$ cat src/rtl/occu_pkg.sv
// Package for the online circle clusterer: sizes, scale constants, codes and
// the command/status structs shared by the controller and the datapath.
// No dependencies.
`default_nettype none
package occu_pkg;

   localparam int MAX_CLUSTERS = 16;
   localparam int IDX_W        = 4;
   localparam int CNT_W        = 5;
   localparam int COORD_W      = 16;
   localparam int PCT_W        = 15;
   localparam int CSR_IDX_W    = 4;
   localparam int NUM_W        = 34;
   localparam int DIVR_W       = 17;
   localparam int DCNT_W       = 6;
   localparam int LANES        = 3;

   localparam logic [DCNT_W-1:0] DIV_STEPS = 6'd34;
   localparam logic [14:0]       PCT_SCALE = 15'd25600;
   localparam logic [29:0]       PCT_SQ    = 30'd655360000;
   localparam logic [30:0]       FLAT_SC_RESET = 31'd819200;
   localparam logic [PCT_W-1:0]  PCT_RESET = 15'd2560;

   localparam logic [CSR_IDX_W-1:0] REG_FLAT_TOL    = 4'd0;
   localparam logic [CSR_IDX_W-1:0] REG_PERCENT_TOL = 4'd1;

   localparam logic [1:0] OUT_JOIN = 2'd0;
   localparam logic [1:0] OUT_NEW  = 2'd1;
   localparam logic [1:0] OUT_DROP = 2'd2;

   typedef struct packed {
      logic       load;
      logic       scan_next;
      logic       div_start;
      logic       commit;
      logic [1:0] outcome;
   } cmd_type;

   typedef struct packed {
      logic past_end;
      logic match;
      logic full;
      logic div_done;
   } stat_type;

endpackage
`default_nettype wire

$ cat src/rtl/occu_ctrl.sv
// Controller: request intake, cluster scan sequencing, divide wait and
// result handoff. Depends on occu_pkg.
`default_nettype none
module occu_ctrl (
   input  wire                  clock,
   input  wire                  reset,
   input  wire                  req_tvalid,
   output logic                 req_tready,
   output logic                 rsp_tvalid,
   input  wire                  rsp_tready,
   output occu_pkg::cmd_type    cmd,
   input  occu_pkg::stat_type   stat
);
   import occu_pkg::*;

   localparam logic [1:0] ST_IDLE   = 2'd0;
   localparam logic [1:0] ST_SCAN   = 2'd1;
   localparam logic [1:0] ST_DIV    = 2'd2;
   localparam logic [1:0] ST_COMMIT = 2'd3;
   localparam logic [1:0] PHASE_LAST = 2'd3;

   logic [1:0] state_ff, state_in;
   logic [1:0] phase_ff, phase_in;
   logic [1:0] outcome_ff, outcome_in;
   logic       rsp_valid_ff, rsp_valid_in;

   always_comb begin
      state_in      = state_ff;
      phase_in      = phase_ff;
      outcome_in    = outcome_ff;
      req_tready    = 1'b0;
      cmd.load      = 1'b0;
      cmd.scan_next = 1'b0;
      cmd.div_start = 1'b0;
      cmd.commit    = 1'b0;
      cmd.outcome   = outcome_ff;
      case (state_ff)
         ST_IDLE: begin
            req_tready = 1'b1;
            if (req_tvalid) begin
               cmd.load = 1'b1;
               phase_in = '0;
               state_in = ST_SCAN;
            end
         end
         ST_SCAN: begin
            if (phase_ff == '0 && stat.past_end) begin
               outcome_in = stat.full ? OUT_DROP : OUT_NEW;
               state_in   = ST_COMMIT;
            end else if (phase_ff == PHASE_LAST) begin
               phase_in = '0;
               if (stat.match) begin
                  cmd.div_start = 1'b1;
                  state_in      = ST_DIV;
               end else begin
                  cmd.scan_next = 1'b1;
               end
            end else begin
               phase_in = phase_ff + 1'b1;
            end
         end
         ST_DIV: begin
            if (stat.div_done) begin
               outcome_in = OUT_JOIN;
               state_in   = ST_COMMIT;
            end
         end
         ST_COMMIT: begin
            if (!rsp_valid_ff || rsp_tready) begin
               cmd.commit = 1'b1;
               state_in   = ST_IDLE;
            end
         end
         default: begin
            state_in = ST_IDLE;
         end
      endcase
      rsp_valid_in = cmd.commit ? 1'b1 : (rsp_tready ? 1'b0 : rsp_valid_ff);
   end

   assign rsp_tvalid = rsp_valid_ff;

   always_ff @(posedge clock) begin
      if (reset) begin
         state_ff     <= ST_IDLE;
         phase_ff     <= '0;
         outcome_ff   <= OUT_DROP;
         rsp_valid_ff <= 1'b0;
      end else begin
         state_ff     <= state_in;
         phase_ff     <= phase_in;
         outcome_ff   <= outcome_in;
         rsp_valid_ff <= rsp_valid_in;
      end
   end

   a_cmd_excl: assert property (@(posedge clock) disable iff (reset)
      $onehot0({cmd.load, cmd.scan_next, cmd.div_start, cmd.commit}))
      else $error("overlapping datapath commands");

   a_accept_scan: assert property (@(posedge clock) disable iff (reset)
      (req_tvalid && req_tready) |=> (state_ff == ST_SCAN))
      else $error("accepted request did not start a scan");

   a_commit_valid: assert property (@(posedge clock) disable iff (reset)
      cmd.commit |=> rsp_valid_ff)
      else $error("commit did not present a response");

   a_commit_free: assert property (@(posedge clock) disable iff (reset)
      cmd.commit |-> (!rsp_valid_ff || rsp_tready))
      else $error("commit over a pending response");

endmodule
`default_nettype wire

$ cat config.mk
export PLATFORM = sky130hd
export DESIGN_NAME = occu_ctrl
export DESIGN_NICKNAME = d
export VERILOG_FILES = /design/src/rtl/occu_pkg.sv /design/src/rtl/occu_ctrl.sv
export SDC_FILE = /design/constraint.sdc
export NUM_CORES = 1
export LEC_CHECK = 0
export BUFFER_PORTS_ARGS = -buffer_cell sky130_fd_sc_hd__buf_2
export CORE_AREA = 5 5 45 47
export CTS_CLUSTER_SIZE = 28
export DETAILED_ROUTE_END_ITERATION = 7
export DIE_AREA = 0 0 50 52
export PLACE_DENSITY = 0.59
export SYNTH_ARGS = -nofsm -noshare
export SYNTH_HDL_FRONTEND = slang
export SYNTH_SLANG_ARGS = --single-unit
$ cat constraint.sdc
create_clock -name clock -period 1.5 [get_ports clock]
set_input_delay 0.225 -clock clock [delete_from_list [all_inputs] [get_ports clock]]
set_output_delay 0.225 -clock clock [all_outputs]
set_load 0.05 [all_outputs]
-- Word level (Yosys, flattened, before mapping)
Index checks and enable logic that the tools add are counted.
- output and inout bits: 8
- register bits: 7
- word-level logic and storage cells: 54
- equal/unequal tests: 11
- reduce and logical (&&, ||, !) cells: 11
- add/sub/neg operators: 1
- muxes and demuxes: 27
- operators by type and width (cell ; count):
    2-to-1 mux 2 bit ; 15
    inequality test 2 bit (second input constant) ; 5
    2-to-1 mux 1 bit ; 9
    one-hot mux 2 bit (2 select lines) ; 2
    one-hot mux 2 bit (4 select lines) ; 1
    equality test 2 bit (second input constant) ; 3
    inequality test 3 bit (second input constant) ; 2
    AND reduction 3 bit ; 2
    nonzero test 2 bit ; 3
    AND reduction 5 bit ; 1
    logical NOT 2 bit ; 2
    adder 2 x 1 -> 2 bit (second input constant) ; 1
    equality test 2 x 1 -> 1 bit (second input constant) ; 1
    logical AND 1 bit ; 1
    logical NOT 1 bit ; 1
    logical OR 1 bit ; 1

-- Logic depth before layout (Yosys ltp)
Gate-level depths: netlist (run 1).
- word-level depth: 5
- gate-level depth with buffers: 6
- depth with buffers taken out: 6

-- Least setup slack after synthesis (run 1)
No wires, ideal clock.
- path kind: register to register
- start: reg state_ff[0]
- end: reg state_ff[0]
- arrival time: 1.771 ns
- path buffers: 0
- clock period less this slack: 1.858 ns
- cell stages (with the launch flop): 7
- library setup time: 0.086 ns
- path slack: -0.358 ns
- cells stage by stage: dfxtp_1 > inv_1 > ha_1 > nor2b_4 > a2111oi_4 > o21ai_1 > a221oi_2
- longest elaborated chain between the ends: 3
- ends and longest elaborated chain (element ; line ; text):
    start, declared ; occu_ctrl.sv:22 ; logic [1:0] state_ff, state_in;
    start signal, assigned ; occu_ctrl.sv:90 ; state_ff <= state_in;
    equality test 2 x 1 -> 1 bit (tied with other cells) ; occu_ctrl.sv:37 ; case (state_ff)
    inequality test 3 bit (no line) / inequality test 2 bit (equally long branches) ; -- ;
    AND reduction 5 bit (no line) ; -- ;
Parallel ways exist; a longest one is shown, timed or not.
A chain may end at the register's enable or synchronous reset.

==> results.tsv, run 1 <==
stage	metric	value	unit
logic_synthesis	synth.distinct_cells	27	
finish	layout_common_cells	13 x buf_4, 10 x buf_2, 4 x inv_1, 4 x ha_4, 4 x buf_6	
logic_synthesis	synth_top_cell_by_area	dfxtp_1	
power	p_per_area	2020	nW/um^2
outcome	violations	setup timing	
global_routing	grt_usage	11.3	%
global_routing	top_usage_layer	met2	
finish	final_common_cell	buf_4	
critical_path	rr_worst_depth	6	
worst_hold_path	hold_class	input pin to flop	
route	drt_iter0_markers	2	
critical_path	crit_cells	5	
timing	period_minus_slack	1650	ps
critical_path	cp-start-kind	flop	
global_routing	grt_pass1_vias	538	
critical_path	r2r_start	state_ff[0]$_SDFFE_PP0P_	
finish	fill_cells	138	
finish	diodes	0	
global_routing	use_met1	10.9	%
timing	worstMarginPinSlew	363	ps
route	wirelength	1.35	mm
critical_path	arrival	1430	ps
route	wl_per_cell	12.6	microns
global_routing	grt-ovfl-total	0	
die	rows	15	
timing	hold_violations	0	
critical_path	r2r-end	state_ff[0]$_SDFFE_PP0P_	
timing	fin_crit_sh	110	%
logic_synthesis	ys_warn_count	0	
global_routing	antenna_found_initial	0	
route	remaining_drc_errors	0	
route	num_vias	512	
logic_synthesis	netlist_top_cells_area	dfxtp_1 27%, ha_1 17%, a2111oi_4 5.3%	
logic_synthesis	syn_nets	72	
logic_synthesis	synth_top_area_share	26.9	%
critical_path	crit_chain	inv_4 > ha_4 > a21boi_4 > and3_4 > buf_8	
cts	clk_path_buf_depth	2	
cts	cts.sink_count	7	
timing	max_slew_margin	75.8	%
logic_synthesis	synth.cell_area	522	sq um
critical_path	path_class	flop to output port	
die	core_area	1610	sq um
power	p_leak	0.000408	uW
timing	fmax	0.605	GHz
die	dieArea	2600	sq um
route	ant_nets	0	
worst_hold_path	hp-start	stat[1]	
critical_path	critical_path.max_stage_delay	370	ps
power	power	1840	uW
placed_design	dp_hpwl	1.04	mm
timing	fin_skew	2.30	ps
cts	htreeDepth	1	
finish	nets	106	
critical_path	critPathMaxFanout	5	
cts	clkTransAtPathRegs	60	ps
cts	cts_hold_buf	0	
placed_design	portBuffers	15	
global_routing	met2_usage	22.2	%
placed_design	place_inst	101	
die	die_w	50	microns
route	drt-pass1-iter-count	3	
critical_path	cp.required	1270	ps
cts	cts_buffers	3	
job	cap_violations	0	
critical_path	path_delay_family	flip-flops	
finish	synthToLayoutAreaGrowth	74.8	%
critical_path	crit_buf_inv	2	
die	start_util	32.3	%
route	vias_per_cell	4.79	
logic_synthesis	synthCells	57	
critical_path	cp_slowest_cell	dfxtp_4	
timing	setup_ws	-152	ps
worst_hold_path	hold_depth	3	
logic_synthesis	synth.avg_cell_area	9.15	sq um
power	ir_drop	0.968	mV
placed_design	globalplace.congestion	0.699	
placed_design	dpl_worst_slack	-116	ps
global_routing	grt_max_degree	8	
global_routing	grt_pass1_wl	2.24	mm
die	ios	16	
cts	clock_latency	250	ps
timing	rsz0062_at_grt	yes	
worst_hold_path	hold-path-endpoint	outcome_ff[1]$_SDFFE_PP1P_	
finish	drive_gt1_share	66.7	%
die	die_y	52	microns
critical_path	r2r_slack	-140	ps
critical_path	cp-end-kind	output port	
logic_synthesis	yosysSeqAreaShare	26.9	%
finish	final_cells	107	
global_routing	met3_usage	1.43	%
cts	cts_tree	done	
timing	setup_violations	8	
logic_synthesis	synth-seq-cells	7	
finish	utilization	56.5	%
cts	cts-root-buf	clkbuf_4	
timing	finalMaxSlewViolations	0	
outcome	status	finished with violations	
worst max-delay path by stage:
stage	startpoint	end	slack, ps
floorplan	state_ff[0]$_SDFFE_PP0P_	state_ff[0]$_SDFFE_PP0P_	-50
global placement	state_ff[0]$_SDFFE_PP0P_	state_ff[0]$_SDFFE_PP0P_	-80
detailed placement	state_ff[0]$_SDFFE_PP0P_	state_ff[0]$_SDFFE_PP0P_	-120
CTS	state_ff[0]$_SDFFE_PP0P_	state_ff[0]$_SDFFE_PP0P_	-140
global route	state_ff[0]$_SDFFE_PP0P_	state_ff[0]$_SDFFE_PP0P_	-220
finish	state_ff[1]$_SDFFE_PP0P_	cmd[3]	-150
cell families (layout without fill, tap and decap cells):
group	after synthesis	after routing	synth area share [%]
mux	3	3	6.00
fa+ha+maj	7	7	16.8
compound gates	10	10	19.2
simple gates	23	23	25.4
flops	7	7	26.9
buf+inv	7	40	5.76
metal layers:
| metal | share of wire [%] | vias up |
|---|---|---|
| met5 | 0 | - |
| met4 | 0 | 0 |
| met3 | 3.0 | 0 |
| met2 | 57 | 9 |
| met1 | 40 | 243 |
| li1 | - | 260 |
worst reg2reg max path, stage by stage, from the launching register on:
cell and delay, ps:
dfxtp_4 380, inv_4 40, ha_4 140, and2b_2 200
a2111oi_4 410, o21ai_1 140, a221oi_2 230
where the power goes:
| part | internal [uW] | switching (uW) | total [uW] |
|---|---|---|---|
| Combinational | 690 | 636 | 1330 |
| Clock | 102 | 75.5 | 177 |
| Sequential | 262 | 73.8 | 335 |
state kept, by name, indices dropped and copies added, names as in the netlist:
name        cells
outcome_ff      2
phase_ff        2
rsp_tvalid      1
state_ff        2
layout make-up:
cell class	instances	area (sq um)	share of cell area, %
clock buffers	4	26.3	2.88
inverters	6	27.5	3.02
multi-input cells	43	449	49.2
flip-flops and latches	7	150	16.5
well taps	17	21.3	2.33
repair buffers	30	238	26.1
repair_timing:
action,in CTS,in global routing
buffers inserted,0,3
resized for setup,20,13
endpoints found under the setup margin,9,9
pin swaps,5,8
stage by stage:
stage	hold WS [ps]	setup TNS (ps)	instance area (sq um)
global route	237	-1190	912
detailed placement	448	-286	748
CTS	226	-670	840
finish	235	-746	912
global placement	439	-151	748
floorplan	284	-59.0	562
synth_stat cells:
cell / instances
and3b_1: 1
nand3b_1: 1
and3_2: 2
o22ai_1: 1
o21ai_1: 1
a21boi_4: 1
a221oi_2: 1
and2b_2: 1
nor3_1: 1
dfxtp_1: 7
o21ai_0: 1
nor2_1: 6
nand2_1: 4
a2111oi_4: 1
a21boi_0: 1
nand3_1: 2
and2_1: 1
nor2b_4: 1
or3_1: 1
mux2i_1: 2
buf_4: 1
nand2_2: 1
and2b_1: 1
inv_1: 6
mux2_2: 1
a21oi_1: 3
ha_1: 7
Note: power is estimated with default switching activity, not from simulation.
==> inputs of run 2 (changes only) <==
--- a/config.mk
+++ b/config.mk
@@ -11,6 +11,7 @@
 export DETAILED_ROUTE_END_ITERATION = 7
 export DIE_AREA = 0 0 50 52
 export PLACE_DENSITY = 0.59
+export REMOVE_ABC_BUFFERS = 1
 export SYNTH_ARGS = -nofsm -noshare
 export SYNTH_HDL_FRONTEND = slang
 export SYNTH_SLANG_ARGS = --single-unit
==> run 2 against run 1 <==
- the flow still finishes with violations (setup timing)
- cell count is 2.8% higher
- die area unchanged
- non-clock buffer count rose by 3
- sequential share of layout area shrank 0.75 points
- clock skew is 5.3 ps higher
- setup slack gained 33 ps
- critical endpoint unchanged
==> results.tsv, run 2 (synthesis results as in run 1) <==
stage	metric	value	unit	change
route	ant_nets	0		unchanged
finish	layout_common_cells	15 x buf_4, 11 x buf_2, 6 x buf_6		was 13 x buf_4, 10 x buf_2, 4 x inv_1, 4 x ha_4, 4 x buf_6
job	cap_violations	0		unchanged
critical_path	cp_slowest_cell	dfxtp_2		was dfxtp_4
timing	setup_violations	6		was 8
route	drt_iter0_markers	7		was 2
placed_design	dp_hpwl	929	microns	was 1.04 mm
placed_design	place_area	708	sq um	was 748 sq um
finish	diodes	0		unchanged
global_routing	grt_pass1_vias	529		was 538
critical_path	crit_chain	inv_2 > ha_4 > a21boi_4 > and3_4 > buf_8		was inv_4 > ha_4 > a21boi_4 > and3_4 > buf_8
critical_path	cp-start-kind	flop		unchanged
cts	cts_buffers	3		unchanged
power	seq_power_share	17.4	%	was 18.2%
finish	seq_area	148	sq um	was 150 sq um
critical_path	critPathMaxFanout	3		was 5
critical_path	path_class	flop to output port		unchanged
global_routing	grt_pass1_wl	2.19	mm	was 2.24 mm
critical_path	arrival	1390	ps	was 1430 ps
cts	cts_tree	done		unchanged
worst_hold_path	hold_class	input pin to flop		unchanged
cts	clkTransAtPathRegs	60	ps	about the same
power	p_sw	802	uW	was 785 uW
finish	multi_input_area	467	sq um	was 449 sq um
global_routing	antenna_found_initial	0		unchanged
die	die_w	50	microns	unchanged
cts	clk_path_buf_depth	2		unchanged
finish	synthToLayoutAreaGrowth	80.1	%	was 74.8%
route	num_vias	532		was 512
die	start_util	32.3	%	unchanged
timing	hold_violations	0		unchanged
critical_path	path_delay_family	flip-flops		unchanged
power	ir_drop	0.601	mV	was 0.968 mV
global_routing	grt_max_degree	8		unchanged
timing	worstMarginPinSlew	323	ps	was 363 ps
outcome	violations	setup timing		unchanged
placed_design	globalplace.congestion	0.688		was 0.699
global_routing	grt-ovfl-total	0		unchanged
finish	fill_cells	136		was 138
die	core_area	1610	sq um	unchanged
cts	cts.sink_count	7		unchanged
critical_path	crit_buf_inv	2		unchanged
cts	htreeDepth	1		unchanged
finish	finalInstanceArea	940	sq um	was 912 sq um
critical_path	cp-end-kind	output port		unchanged
power	combPwrFrac	73.0	%	was 72.1%
timing	setup_ws	-118	ps	was -152 ps
timing	rsz0062_at_grt	yes		unchanged
die	dieArea	2600	sq um	unchanged
critical_path	critical_path.max_stage_delay	330	ps	was 370 ps
outcome	status	finished with violations		unchanged
power	pwr-share-clk	9.7	%	was 9.6%
route	vias_per_cell	4.84		was 4.79
power	power	1850	uW	was 1840 uW
die	rows	15		unchanged
route	remaining_drc_errors	0		unchanged
finish	drive_gt1_share	72.0	%	was 66.7%
power	p_leak	0.000418	uW	was 0.000408 uW
route	drt-pass1-iter-count	4		was 3
route	wirelength	1.43	mm	was 1.35 mm
die	die_y	52	microns	unchanged
cts	cts-root-buf	clkbuf_4		unchanged
global_routing	grt_usage	11.1	%	was 11.3%
finish	reg_top3	outcome_ff x2, phase_ff x2, state_ff x2		unchanged
finish	nets	109		was 106
finish	final_common_cell	buf_4		unchanged
timing	period_minus_slack	1620	ps	was 1650 ps
cts	cts_hold_buf	0		unchanged
cts	clock_latency	260	ps	was 250 ps
timing	fmax	0.618	GHz	was 0.605 GHz
power	intPower	1050	uW	about the same
power	switching_share	43.4	%	was 42.7%
critical_path	cp.required	1270	ps	about the same
timing	max_slew_margin	78.5	%	was 75.8%
power	p_per_area	1970	nW/um^2	was 2020 nW/um^2
route	wl_per_cell	13.0	microns	was 12.6 microns
placed_design	portBuffers	15		unchanged
timing	fin_skew	7.65	ps	was 2.30 ps
timing	fin_crit_sh	108	%	was 110%
timing	finalMaxSlewViolations	0		unchanged
die	ios	16		unchanged
[run 2: changes by cell type in the layout (fill, tap and decap cells not counted), moves of 2 or more]
cell / previous run / this run
inv_2: 0 / 4
inv_4: 2 / 0
buf_4: 13 / 15
buf_8: 3 / 1
buf_6: 4 / 6
inv_1: 4 / 1
[run 2: tightest hold or removal path, cell delays in order]
cell and delay [ps]:
buf_2 90, nand3_1 60, nand3b_1 80
[run 2: repair_timing]
item                                    4_1_cts  5_1_grt
pin swaps                                     5       10
endpoints found under the setup margin        9        9
buffers inserted                              1        4
endpoints found under the hold margin         0        0
gates resized for setup                      23       25
[run 2: power by group through the flow]
| stage | Combinational [uW] | Clock, uW | Sequential (uW) |
|---|---|---|---|
| 2_1_floorplan | 568 | 0 | 368 |
| 3_3_place_gp | 987 | 0 | 280 |
| 3_5_place_dp | 993 | 0 | 284 |
| 4_1_cts | 1070 | 183 | 301 |
| 5_1_grt | 1450 | 199 | 333 |
| 6_report | 1350 | 179 | 321 |
[run 2: final timing paths]
path | from | endpoint | slack [ps] | cells after the start
hold / removal | stat[1] | outcome_ff[1]$_SDFFE_PP1P_ | 240 | 3
setup / recovery | state_ff[1]$_SDFFE_PP0P_ | cmd[3] | -120 | 5
hold reg to reg | outcome_ff[1]$_SDFFE_PP1P_ | outcome_ff[1]$_SDFFE_PP1P_ | 470 | 2
setup reg to reg | state_ff[1]$_SDFFE_PP0P_ | state_ff[0]$_SDFFE_PP0P_ | -50 | 6
[run 2: metal layers]
metal,routed length (microns),GRT usage (%)
met5,0,0
met4,20,6.55
met3,53,2.29
met2,817,21.1
met1,540,10.7
[run 2: final cells by class]
cell class                      instances  share of cell area, %
Multi-Input combinational cell         43                   49.7
Timing Repair Buffer                   33                   26.6
Sequential cell                         7                   15.7
Inverter                                6                   2.93
Clock buffer                            4                   2.80
Tap cell                               17                   2.26
[run 2: stage by stage]
stage                     utilization, %  setup slack, ps  hold slack, ps  setup TNS [ps]  cells
after floorplan                        -             -419             291           -1890     56
after global placement              43.9             -104             441            -265    101
after detailed placement            43.9             -126             447            -288    101
after CTS                           50.0             -100             229            -426    106
after global routing                58.2             -179             248            -863    110
final                               58.2             -118             237            -371    110
